**config.mk**
```make
export PLATFORM = sky130hd
export DESIGN_NAME = health_aware_round_robin_picker_unit
export DESIGN_NICKNAME = d
export VERILOG_FILES = /design/src/hw/rtl/harrp_pkg.sv /design/src/hw/rtl/harrp_ctrl.sv /design/src/hw/rtl/harrp_dp.sv /design/src/hw/rtl/health_aware_round_robin_picker_unit.sv
export SDC_FILE = /design/constraint.sdc
export NUM_CORES = 1
export LEC_CHECK = 0
export BUFFER_PORTS_ARGS = -buffer_cell sky130_fd_sc_hd__buf_2
export CAP_MARGIN = 25
export CORE_MARGIN = 1.5
export CORE_UTILIZATION = 35
export DETAILED_ROUTE_END_ITERATION = 10
export PLACE_DENSITY = 0.5
export REMOVE_ABC_BUFFERS = 1
export SYNTH_ARGS = -nofsm -noshare
export SYNTH_HDL_FRONTEND = slang
export SYNTH_SLANG_ARGS = --single-unit
```
**constraint.sdc**
```tcl
create_clock -name clk_i -period 11.69 [get_ports clk_i]
set_input_delay 2.338 -clock clk_i [delete_from_list [all_inputs] [get_ports clk_i]]
set_output_delay 2.338 -clock clk_i [all_outputs]
set_load 0.005 [all_outputs]
```
**src/hw/rtl/harrp_pkg.sv**
```systemverilog
// Shared types and constants of the health-aware round-robin picker.
// Used by harrp_ctrl, harrp_dp and the top level; depends on nothing.
package harrp_pkg;

  localparam int unsigned MAX_SERVERS_DEF = 16;
  localparam int unsigned TIME_WIDTH_DEF  = 32;

  localparam int unsigned SC_W     = 5;   // server_count
  localparam int unsigned CD_W     = 31;  // cooldown_ms
  localparam int unsigned MF_W     = 8;   // max_failures / failure count
  localparam int unsigned SIDX_W   = 4;   // server_index and picked_index fields
  localparam int unsigned CFG_IW   = 2;
  localparam int unsigned CFG_DW   = 31;

  localparam logic [CFG_IW-1:0] REG_SERVER_COUNT = 2'd0;
  localparam logic [CFG_IW-1:0] REG_COOLDOWN_MS  = 2'd1;
  localparam logic [CFG_IW-1:0] REG_MAX_FAILURES = 2'd2;

  localparam logic [SC_W-1:0] SERVER_COUNT_RST = 5'd16;
  localparam logic [CD_W-1:0] COOLDOWN_MS_RST  = 31'd10000;
  localparam logic [MF_W-1:0] MAX_FAILURES_RST = 8'd3;
  localparam logic [MF_W-1:0] FAIL_SAT         = 8'hFF;

  typedef enum logic [1:0] {
    KIND_PICK    = 2'd0,
    KIND_FAILURE = 2'd1,
    KIND_SUCCESS = 2'd2,
    KIND_TICK    = 2'd3
  } kind_e;

  // controller -> datapath
  typedef struct packed {
    logic load;       // transaction accepted this cycle
    logic cnt_rd;     // read failure count of the reported entry
    logic rpt_apply;  // update the reported entry
    logic scan_rd;    // read dead stamp of the scan entry
    logic scan_eval;  // judge the scan entry, advance pointer
    logic out_load;   // move result into output register
  } dp_cmd_t;

  // datapath -> controller
  typedef struct packed {
    logic n_zero;     // empty pool
    logic scan_hit;   // scan entry usable
    logic scan_last;  // scan entry is the last one to visit
    logic out_free;   // output register can take a result
  } dp_stat_t;

endpackage

```
**src/hw/rtl/harrp_ctrl.sv**
```systemverilog
// Sequencer of the picker: walks each report through a count read and an
// entry update and each pick through the scan. Depends on harrp_pkg.
module harrp_ctrl (
  input  logic                clk_i,
  input  logic                rst_ni,
  input  logic                in_valid_i,
  input  harrp_pkg::kind_e    in_kind_i,
  input  harrp_pkg::dp_stat_t stat_i,
  output logic                in_ready_o,
  output harrp_pkg::dp_cmd_t  cmd_o
);

  typedef enum logic [2:0] {
    S_IDLE,
    S_CNT_RD,
    S_RPT,
    S_SCAN_RD,
    S_SCAN_EV,
    S_DONE
  } state_e;

  state_e state_q, state_d;
  logic   accept;

  assign in_ready_o = (state_q == S_IDLE);
  assign accept     = in_valid_i && in_ready_o;

  always_comb begin
    cmd_o   = '0;
    state_d = state_q;
    case (state_q)
      S_IDLE: begin
        if (accept) begin
          cmd_o.load = 1'b1;
          case (in_kind_i)
            harrp_pkg::KIND_PICK:    state_d = stat_i.n_zero ? S_DONE : S_SCAN_RD;
            harrp_pkg::KIND_FAILURE: state_d = S_CNT_RD;
            harrp_pkg::KIND_SUCCESS: state_d = S_CNT_RD;
            default:                 state_d = S_DONE;
          endcase
        end
      end
      S_CNT_RD: begin
        cmd_o.cnt_rd = 1'b1;
        state_d      = S_RPT;
      end
      S_RPT: begin
        cmd_o.rpt_apply = 1'b1;
        state_d         = S_DONE;
      end
      S_SCAN_RD: begin
        cmd_o.scan_rd = 1'b1;
        state_d       = S_SCAN_EV;
      end
      S_SCAN_EV: begin
        cmd_o.scan_eval = 1'b1;
        state_d         = (stat_i.scan_hit || stat_i.scan_last) ? S_DONE : S_SCAN_RD;
      end
      S_DONE: begin
        if (stat_i.out_free) begin
          cmd_o.out_load = 1'b1;
          state_d        = S_IDLE;
        end
      end
      default: state_d = S_IDLE;
    endcase
  end

  always_ff @(posedge clk_i or negedge rst_ni) begin
    if (!rst_ni) begin
      state_q <= S_IDLE;
    end else begin
      state_q <= state_d;
    end
  end

endmodule

```
**src/hw/rtl/harrp_dp.sv**
```systemverilog
// Datapath of the picker: configuration, server table, clock, pointer,
// scan registers and output register. Depends on harrp_pkg.
module harrp_dp #(
  parameter int unsigned MAX_SERVERS = harrp_pkg::MAX_SERVERS_DEF,
  parameter int unsigned TIME_WIDTH  = harrp_pkg::TIME_WIDTH_DEF
) (
  input  logic                              clk_i,
  input  logic                              rst_ni,
  // configuration
  input  logic                              cfg_we_i,
  input  logic [harrp_pkg::CFG_IW-1:0]      cfg_index_i,
  input  logic [harrp_pkg::CFG_DW-1:0]      cfg_data_i,
  // input item
  input  harrp_pkg::kind_e                  in_kind_i,
  input  logic [harrp_pkg::SIDX_W-1:0]      in_sidx_i,
  // control
  input  harrp_pkg::dp_cmd_t                cmd_i,
  output harrp_pkg::dp_stat_t               stat_o,
  // result
  input  logic                              out_ready_i,
  output logic                              out_valid_o,
  output logic                              out_picked_valid_o,
  output logic [harrp_pkg::SIDX_W-1:0]      out_picked_index_o,
  output logic                              out_revived_o
);

  localparam int unsigned IDX_W = (MAX_SERVERS > 1) ? $clog2(MAX_SERVERS) : 1;
  localparam int unsigned NW    = (IDX_W + 1 > harrp_pkg::SC_W) ? IDX_W + 1 : harrp_pkg::SC_W;
  localparam int unsigned CMP_W = (TIME_WIDTH > harrp_pkg::CD_W) ? TIME_WIDTH : harrp_pkg::CD_W;
  localparam int unsigned MF_W  = harrp_pkg::MF_W;

  // configuration registers
  logic [harrp_pkg::SC_W-1:0] server_count_q;
  logic [harrp_pkg::CD_W-1:0] cooldown_q;
  logic [MF_W-1:0]            max_fail_q;

  // control state
  logic [IDX_W-1:0]       rr_q, rr_d;
  logic [TIME_WIDTH-1:0]  now_q, now_d;
  logic [MAX_SERVERS-1:0] alive_q, alive_d;
  logic [MAX_SERVERS-1:0] cnt_vld_q, cnt_vld_d;   // count entry written since cleared
  logic [IDX_W-1:0]       cur_q, cur_d;
  logic [NW-1:0]          step_q, step_d;
  logic                   out_vld_q, out_vld_d;
  // kind of the held item
  harrp_pkg::kind_e       kind_q;

  // payload registers
  logic [harrp_pkg::SIDX_W-1:0] idx_q;
  logic [MF_W-1:0]              cnt_rd_q;
  logic [TIME_WIDTH-1:0]        stamp_rd_q;
  logic                         res_pv_q, res_rv_q;
  logic [harrp_pkg::SIDX_W-1:0] res_pi_q;
  logic                         out_pv_q, out_rv_q;
  logic [harrp_pkg::SIDX_W-1:0] out_pi_q;

  // memories
  logic [MF_W-1:0]       cnt_mem   [MAX_SERVERS];
  logic [TIME_WIDTH-1:0] stamp_mem [MAX_SERVERS];

  logic [NW-1:0]         n_act;
  logic [IDX_W-1:0]      rep_idx;
  logic                  rep_ok;
  logic [IDX_W-1:0]      tbl_addr;
  logic                  tbl_alive;
  logic [MF_W-1:0]       cnt_cur;
  logic [MF_W-1:0]       cnt_new;
  logic                  kill;
  logic                  cnt_we;
  logic [TIME_WIDTH-1:0] elapsed;
  logic                  expired;
  logic [NW-1:0]         cur_inc;
  logic [IDX_W-1:0]      cur_nxt;
  logic [IDX_W-1:0]      cur_start;

  assign n_act = (NW'(server_count_q) > NW'(MAX_SERVERS)) ? NW'(MAX_SERVERS)
                                                           : NW'(server_count_q);
  assign rep_idx = IDX_W'(idx_q);
  assign rep_ok  = NW'(idx_q) < n_act;

  // one table read port, shared by reports and the scan
  assign tbl_addr  = cmd_i.scan_eval ? cur_q : rep_idx;
  assign tbl_alive = alive_q[tbl_addr];

  assign cnt_cur = cnt_vld_q[tbl_addr] ? cnt_rd_q : '0;
  assign cnt_new = (cnt_cur == harrp_pkg::FAIL_SAT) ? cnt_cur : cnt_cur + 1'b1;
  assign kill    = (cnt_new >= max_fail_q) && tbl_alive;
  assign cnt_we  = cmd_i.rpt_apply && rep_ok && (kind_q == harrp_pkg::KIND_FAILURE);

  // wrapping elapsed time against cooldown
  assign elapsed = now_q - stamp_rd_q;
  assign expired = CMP_W'(elapsed) >= CMP_W'(cooldown_q);

  assign cur_inc   = NW'(cur_q) + 1'b1;
  assign cur_nxt   = (cur_inc >= n_act) ? '0 : IDX_W'(cur_inc);
  assign cur_start = (NW'(rr_q) < n_act) ? rr_q : '0;

  assign stat_o.n_zero    = (n_act == '0);
  assign stat_o.scan_hit  = tbl_alive || expired;
  assign stat_o.scan_last = (step_q + 1'b1) == n_act;
  assign stat_o.out_free  = !out_vld_q || out_ready_i;

  always_comb begin
    rr_d      = rr_q;
    now_d     = now_q;
    alive_d   = alive_q;
    cnt_vld_d = cnt_vld_q;
    cur_d     = cur_q;
    step_d    = step_q;
    out_vld_d = out_vld_q;

    if (cmd_i.load) begin
      cur_d  = cur_start;
      step_d = '0;
      if (in_kind_i == harrp_pkg::KIND_TICK) begin
        now_d = now_q + 1'b1;
      end
    end

    if (cmd_i.rpt_apply && rep_ok) begin
      if (kind_q == harrp_pkg::KIND_FAILURE) begin
        cnt_vld_d[rep_idx] = 1'b1;
        if (kill) begin
          alive_d[rep_idx] = 1'b0;
        end
      end else if (cnt_cur != '0) begin
        cnt_vld_d[rep_idx] = 1'b0;
        alive_d[rep_idx]   = 1'b1;
      end
    end

    if (cmd_i.scan_eval) begin
      rr_d   = cur_nxt;
      cur_d  = cur_nxt;
      step_d = step_q + 1'b1;
      if (!tbl_alive && expired) begin
        alive_d[cur_q]   = 1'b1;
        cnt_vld_d[cur_q] = 1'b0;
      end
    end

    if (cmd_i.out_load) begin
      out_vld_d = 1'b1;
    end else if (out_ready_i) begin
      out_vld_d = 1'b0;
    end
  end

  always_ff @(posedge clk_i or negedge rst_ni) begin
    if (!rst_ni) begin
      server_count_q <= harrp_pkg::SERVER_COUNT_RST;
      cooldown_q     <= harrp_pkg::COOLDOWN_MS_RST;
      max_fail_q     <= harrp_pkg::MAX_FAILURES_RST;
      rr_q           <= '0;
      now_q          <= '0;
      alive_q        <= '1;
      cnt_vld_q      <= '0;
      cur_q          <= '0;
      step_q         <= '0;
      out_vld_q      <= 1'b0;
      kind_q         <= harrp_pkg::KIND_PICK;
    end else begin
      if (cfg_we_i) begin
        case (cfg_index_i)
          harrp_pkg::REG_SERVER_COUNT: server_count_q <= cfg_data_i[harrp_pkg::SC_W-1:0];
          harrp_pkg::REG_COOLDOWN_MS:  cooldown_q     <= cfg_data_i;
          harrp_pkg::REG_MAX_FAILURES: max_fail_q     <= cfg_data_i[MF_W-1:0];
          default: ;
        endcase
      end
      rr_q      <= rr_d;
      now_q     <= now_d;
      alive_q   <= alive_d;
      cnt_vld_q <= cnt_vld_d;
      cur_q     <= cur_d;
      step_q    <= step_d;
      out_vld_q <= out_vld_d;
      if (cmd_i.load) begin
        kind_q <= in_kind_i;
      end
    end
  end

  // payload and memories
  always_ff @(posedge clk_i) begin
    if (cmd_i.load) begin
      idx_q    <= in_sidx_i;
      res_pv_q <= 1'b0;
      res_pi_q <= '0;
      res_rv_q <= 1'b0;
    end
    if (cmd_i.cnt_rd) begin
      cnt_rd_q <= cnt_mem[rep_idx];
    end
    if (cnt_we) begin
      cnt_mem[rep_idx] <= cnt_new;
      if (kill) begin
        stamp_mem[rep_idx] <= now_q;
      end
    end
    if (cmd_i.scan_rd) begin
      stamp_rd_q <= stamp_mem[cur_q];
    end
    if (cmd_i.scan_eval && (tbl_alive || expired)) begin
      res_pv_q <= 1'b1;
      res_pi_q <= harrp_pkg::SIDX_W'(cur_q);
      res_rv_q <= !tbl_alive;
    end
    if (cmd_i.out_load) begin
      out_pv_q <= res_pv_q;
      out_pi_q <= res_pi_q;
      out_rv_q <= res_rv_q;
    end
  end

  assign out_valid_o        = out_vld_q;
  assign out_picked_valid_o = out_pv_q;
  assign out_picked_index_o = out_pi_q;
  assign out_revived_o      = out_rv_q;

endmodule

```
**src/hw/rtl/health_aware_round_robin_picker_unit.sv**
```systemverilog
// Health-aware round-robin server picker, top level.
// Instantiates harrp_ctrl and harrp_dp; depends on harrp_pkg.
//
// Input stream (s_axis): one transaction per request. tuser carries the kind
// (pick, failure report, success report, millisecond tick), tdata the server
// index for reports. Output stream (m_axis): exactly one result per request;
// tuser says whether a server was picked and whether the pick revived it,
// tdata holds the picked index (zero when none). Non-pick requests return an
// all-zero result.
// Configuration: cfg_valid_i/cfg_ready_o write channel, always ready; write
// only while no request is in flight.
// Timing: one request at a time. A tick or an empty-pool pick goes straight
// to the output register; a failure or success report first reads the failure
// count, then updates the entry; a pick visits up to the active server count
// of entries, each costing a dead-stamp memory read and an evaluation. The
// next request is taken the cycle after the result is loaded, even if the
// receiver has not yet taken it.
// Receiver stall: the result holds in the output register; a finished request
// then waits until the register frees up.
// Reset: all servers alive, counts, clock and pointer zero, registers at their
// defaults; usable as soon as reset is released, no clearing pass.
module health_aware_round_robin_picker_unit #(
  parameter int unsigned MAX_SERVERS = harrp_pkg::MAX_SERVERS_DEF,
  parameter int unsigned TIME_WIDTH  = harrp_pkg::TIME_WIDTH_DEF
) (
  input  logic                         clk_i,
  input  logic                         rst_ni,
  input  logic                         s_axis_tvalid,
  output logic                         s_axis_tready,
  input  logic [7:0]                   s_axis_tdata,  // [3:0] server_index, [7:4] zero
  input  logic [1:0]                   s_axis_tuser,  // [1:0] kind
  output logic                         m_axis_tvalid,
  input  logic                         m_axis_tready,
  output logic [7:0]                   m_axis_tdata,  // [3:0] picked_index, [7:4] zero
  output logic [1:0]                   m_axis_tuser,  // [0] picked_valid, [1] revived
  input  logic                         cfg_valid_i,
  output logic                         cfg_ready_o,
  input  logic [harrp_pkg::CFG_IW-1:0] cfg_index_i,
  input  logic [harrp_pkg::CFG_DW-1:0] cfg_data_i
);

  harrp_pkg::dp_cmd_t           cmd;
  harrp_pkg::dp_stat_t          stat;
  harrp_pkg::kind_e             in_kind;
  logic                         pv, rv;
  logic [harrp_pkg::SIDX_W-1:0] pi;

  assign in_kind     = harrp_pkg::kind_e'(s_axis_tuser);
  assign cfg_ready_o = 1'b1;

  harrp_ctrl u_ctrl (
    .clk_i      (clk_i),
    .rst_ni     (rst_ni),
    .in_valid_i (s_axis_tvalid),
    .in_kind_i  (in_kind),
    .stat_i     (stat),
    .in_ready_o (s_axis_tready),
    .cmd_o      (cmd)
  );

  harrp_dp #(
    .MAX_SERVERS (MAX_SERVERS),
    .TIME_WIDTH  (TIME_WIDTH)
  ) u_dp (
    .clk_i              (clk_i),
    .rst_ni             (rst_ni),
    .cfg_we_i           (cfg_valid_i),
    .cfg_index_i        (cfg_index_i),
    .cfg_data_i         (cfg_data_i),
    .in_kind_i          (in_kind),
    .in_sidx_i          (s_axis_tdata[harrp_pkg::SIDX_W-1:0]),
    .cmd_i              (cmd),
    .stat_o             (stat),
    .out_ready_i        (m_axis_tready),
    .out_valid_o        (m_axis_tvalid),
    .out_picked_valid_o (pv),
    .out_picked_index_o (pi),
    .out_revived_o      (rv)
  );

  assign m_axis_tdata = {4'b0, pi};
  assign m_axis_tuser = {rv, pv};

endmodule

```
==> impl_summary.txt <==
----------------------------------------------------
[Run status]
  Outcome ... finished, final reports clean

[Critical path]
  Data required time at the worst endpoint ... 11990 ps
  Data arrival, critical path ... 7900 ps
  Kind of cell adding the most delay to the critical path ... simple AND/OR/NAND/NOR gates
  Worst Path Class, Setup ... flop to flop
  Critical path fanouts, max ... 20
  Library cell appearing most often on the critical path ... sky130_fd_sc_hd__buf_4
  Worst flop-to-flop path startpoint ... u_ctrl.state_q[2]$_DFFE_PN0P_
  Count of cell instances traversed by the critical path ... 20
  Startpoint kind of the worst setup timing path ... flop
  Slowest cell on crit path ... sky130_fd_sc_hd__nor2_1
  CP Buf/Inv Count ... 3
  Crit path capture type ... flop
  Depth of the worst register-to-register path ... 20
  Critical path, cell by cell ... nor3b_2, buf_4, mux2i_1, mux4_2, mux2i_1, and2_1, ha_1, and4_1, nand4_1, and4_1, nor2_1, ha_1, a21o_1, a211o_1, a21oi_1, o21ai_1, buf_4, nand2_1, nor2_4, buf_4
  Worst R2R End ... u_dp.stamp_mem[11][13]$_DFFE_PP_
  Max incr delay on CP ... 740 ps
  Worst setup slack for register-to-register paths ... 4090 ps

[Cells and area]
  Most frequent standard cell in the layout excluding fill and tap cells ... sky130_fd_sc_hd__edfxtp_1
  Most frequent cells in the layout ... sky130_fd_sc_hd__edfxtp_1 (695), sky130_fd_sc_hd__mux4_2 (201), sky130_fd_sc_hd__inv_1 (102)
  Share of cells above drive strength 1 ... 0.256
  Post-Route Utilization ... 0.406
  Area delta synth->final ... 14.6%
  Total Nets Final ... 2259
  Ant. Diodes ... 0
  Fin area ... 40200 µm²

[Detailed routing]
  Drt via density ... 5.31
  DRT Pass-1 Iters ... 7
  Antenna violation net count after detailed routing ... 0
  Final routed wire length divided by cell count ... 24.7 µm
  1st-iter DRT viols ... 1635
  Routed wire length ... 85.9 mm
  Residual DRC ... 0
  Via Count ... 18500

[Hold path]
  Endpoint of the worst hold path ... u_dp.out_picked_index_o[0]$_DFFE_PP_
  Min-Delay Path Depth ... 0
  Start point of the worst min-delay path ... u_dp.res_pi_q[0]$_SDFFCE_PN0P_
  Path class of the lowest-slack min-delay path ... flop to flop

[Timing]
  Setup repair after global routing missed its margin ... no
  WHS ... 421 ps
  Worst setup skew after layout ... 28.3 ps
  Final setup viols ... 0
  Maximum clock rate ... 132 MHz
  Fin. Hold Viols ... 0
  Fin. max-slew vios ... 0
  Worst slew margin relative to its limit ... 0.231
  Transition at the pin with the smallest max-transition slack ... 1150 ps
  Final Critical Period ... 7600 ps
  Final critical-path share of the clock period ... 0.650

[Die]
  Number of top-level pins ... 61
  Die ar. ... 102000 µm²
  Area of the placeable core ... 98900 µm²
  Die boundary width ... 320 µm
  Vert. Die Dim ... 320 µm
  Initial core utilization ... 0.355
  Number of placement rows ... 115

[Logic synthesis]
  Number of enable flip-flop cells after synthesis ... 695
  Async set or reset register ratio after synthesis ... 0.154
  Yosys warns ... 0
  Portion of the post-synthesis area used by sequential elements ... 0.687
  Post-synth design cell area ... 35100 µm²
  Average size of a mapped cell ... 17.6 µm²
  Synth Register Bits ... 823
  Number of distinct library cells after synthesis ... 74
  Cells after synthesis ... 1998
  Commonest register cell after synthesis ... sky130_fd_sc_hd__edfxtp_1

[Clock network]
  CTS tree ... done
  Clock sink count ... 823
  Number of setup buffers added after CTS ... 0
  Maximum root-to-sink buffer count ... 3
  Total CTS buffers ... 90
  CTS Root Cell ... sky130_fd_sc_hd__clkbuf_16
  Resized Gates After CTS ... 0
  Number of levels in the clock H-tree ... 3
  Worst-Skew Late Latency ... 660 ps
  Number of hold-repair buffers added at the cts stage ... 0
  Post-CTS clock slew at the launch and capture registers of the worst setup and hold paths ... 60 ps

[GRT]
  Aggregate global routing overflow ... 0
  Antenna violations before repair ... 1
  Wire length of the first global-routing pass ... 128 mm
  Pin count of the biggest net entering global routing ... 58
  Vias in the first global route ... 19200
  Total track usage ... 0.171

[Pwr]
  Worst VDD drop ... 0.000127 V
  Leak Pwr ... 15.4 nW
  Total design power ... 7.96 mW
  Power density over the cells ... 198 nW/µm²

[Placed design]
  HPWL reported at the end of detailed placement ... 50.6 mm
  Area after DPL ... 37100 µm²
  Placer's final routability congestion estimate ... 0.844
  Count of buffers from port buffering ... 51

[Run]
  Number of max-capacitance violations reported ... 0

----------------------------------------------------
==> metal layers <==
layer	routed length, µm	up-vias	global-route usage
met1	38400	9694	0.236
met5	0	-	0
met2	40900	463	0.275
li1	-	8167	-
met4	2650	0	0.0563
met3	3920	149	0.0271
==> power breakdown <==
group	leakage [nW]	switching, mW	total, mW	internal [mW]
logic	4.77	0.878	1.50	0.622
clock network	1.47	1.17	2.85	1.68
registers	9.20	0.211	3.61	3.40
total	15.4	2.26	7.96	5.70
==> final cells by class <==
class                           instances  area [µm²]
Sequential cell                       823       24100
Timing Repair Buffer                  108         729
Fill cell                            8790       58700
Multi-Input combinational cell        990       10300
Clock inverter                         44         445
Clock buffer                          124        2570
Tap cell                             1287        1610
Inverter                              106         398
==> worst max-delay path by stage <==
stage	startpoint	endpoint	slack, ps
CTS	u_ctrl.state_q[2]$_DFFE_PN0P_	u_dp.stamp_mem[11][27]$_DFFE_PP_	3320
detailed placement	u_ctrl.state_q[2]$_DFFE_PN0P_	u_dp.stamp_mem[11][12]$_DFFE_PP_	3340
floorplan	u_dp.cur_q[0]$_DFFE_PN0P_	u_dp.stamp_mem[3][0]$_DFFE_PP_	-430
global placement	u_ctrl.state_q[2]$_DFFE_PN0P_	u_dp.stamp_mem[11][12]$_DFFE_PP_	3460
finish	u_ctrl.state_q[2]$_DFFE_PN0P_	u_dp.stamp_mem[11][13]$_DFFE_PP_	4090
global route	u_ctrl.state_q[2]$_DFFE_PN0P_	u_dp.stamp_mem[5][12]$_DFFE_PP_	3330
==> synthesized netlist by cell type (6+ instances only) <==
library cell	count	area, µm²
sky130_fd_sc_hd__a211oi_1	8	60.1
sky130_fd_sc_hd__a21o_1	26	195
sky130_fd_sc_hd__a21oi_1	57	285
sky130_fd_sc_hd__a31oi_1	17	106
sky130_fd_sc_hd__a41oi_1	7	61.3
sky130_fd_sc_hd__and2_1	7	43.8
sky130_fd_sc_hd__and3_1	12	75.1
sky130_fd_sc_hd__and4_1	6	52.6
sky130_fd_sc_hd__buf_1	17	63.8
sky130_fd_sc_hd__buf_4	12	90.1
sky130_fd_sc_hd__clkbuf_1	47	176
sky130_fd_sc_hd__dfrtp_1	103	2580
sky130_fd_sc_hd__dfstp_2	24	631
sky130_fd_sc_hd__edfxtp_1	695	20900
sky130_fd_sc_hd__ha_1	91	1140
sky130_fd_sc_hd__inv_1	106	398
sky130_fd_sc_hd__mux2_2	45	507
sky130_fd_sc_hd__mux2i_1	15	150
sky130_fd_sc_hd__mux4_2	201	4530
sky130_fd_sc_hd__nand2_1	83	312
sky130_fd_sc_hd__nand2b_1	12	75.1
sky130_fd_sc_hd__nand3_1	48	240
sky130_fd_sc_hd__nand4_1	13	81.3
sky130_fd_sc_hd__nor2_1	67	251
sky130_fd_sc_hd__nor2b_1	12	75.1
sky130_fd_sc_hd__nor3_1	26	130
sky130_fd_sc_hd__o211ai_1	7	52.6
sky130_fd_sc_hd__o21a_1	11	82.6
sky130_fd_sc_hd__o21ai_0	50	250
sky130_fd_sc_hd__o22ai_1	12	75.1
sky130_fd_sc_hd__xnor2_1	46	403
sky130_fd_sc_hd__xor2_1	24	210
==> cell families (layout without fill, tap and decap cells) <==
group | after synthesis | after routing | synth area share
DFF | 823 | 823 | 0.687
muxes | 266 | 266 | 0.151
and+or+nand+nor | 309 | 309 | 0.0430
adders and majority gates | 92 | 92 | 0.0330
xor gates and xnor gates | 70 | 70 | 0.0175
buffers and inverters | 188 | 382 | 0.0218
AOI/OAI and AO/OA | 248 | 248 | 0.0463
other | 2 | 5 | 0.000214
==> stage by stage <==
step           cells  TNS, ps  setup WS [ps]
6_report        3482        0           4090
3_5_place_dp    3309        0           3340
3_3_place_gp    3308        0           3460
2_1_floorplan   1919   -55560           -434
5_1_grt         3482        0           3330
4_1_cts         3477        0           3320
==> state kept, by name, indices dropped and copies added (netlist names), 3 cells and up <==
| name | flops |
|---|---|
| u_ctrl.state_q | 3 |
| u_dp.step_q | 5 |
| u_dp.res_pi_q | 4 |
| u_dp.server_count_q | 5 |
| u_dp.cnt_vld_q | 16 |
| u_dp.idx_q | 4 |
| u_dp.max_fail_q | 8 |
| u_dp.rr_q | 4 |
| u_dp.cnt_rd_q | 8 |
| u_dp.cooldown_q | 31 |
| u_dp.out_picked_index_o | 4 |
| u_dp.stamp_mem | 512 |
| u_dp.alive_q | 16 |
| u_dp.cnt_mem | 128 |
| u_dp.now_q | 32 |
| u_dp.stamp_rd_q | 32 |
| u_dp.cur_q | 4 |
Power figures use the tool's default switching activity.
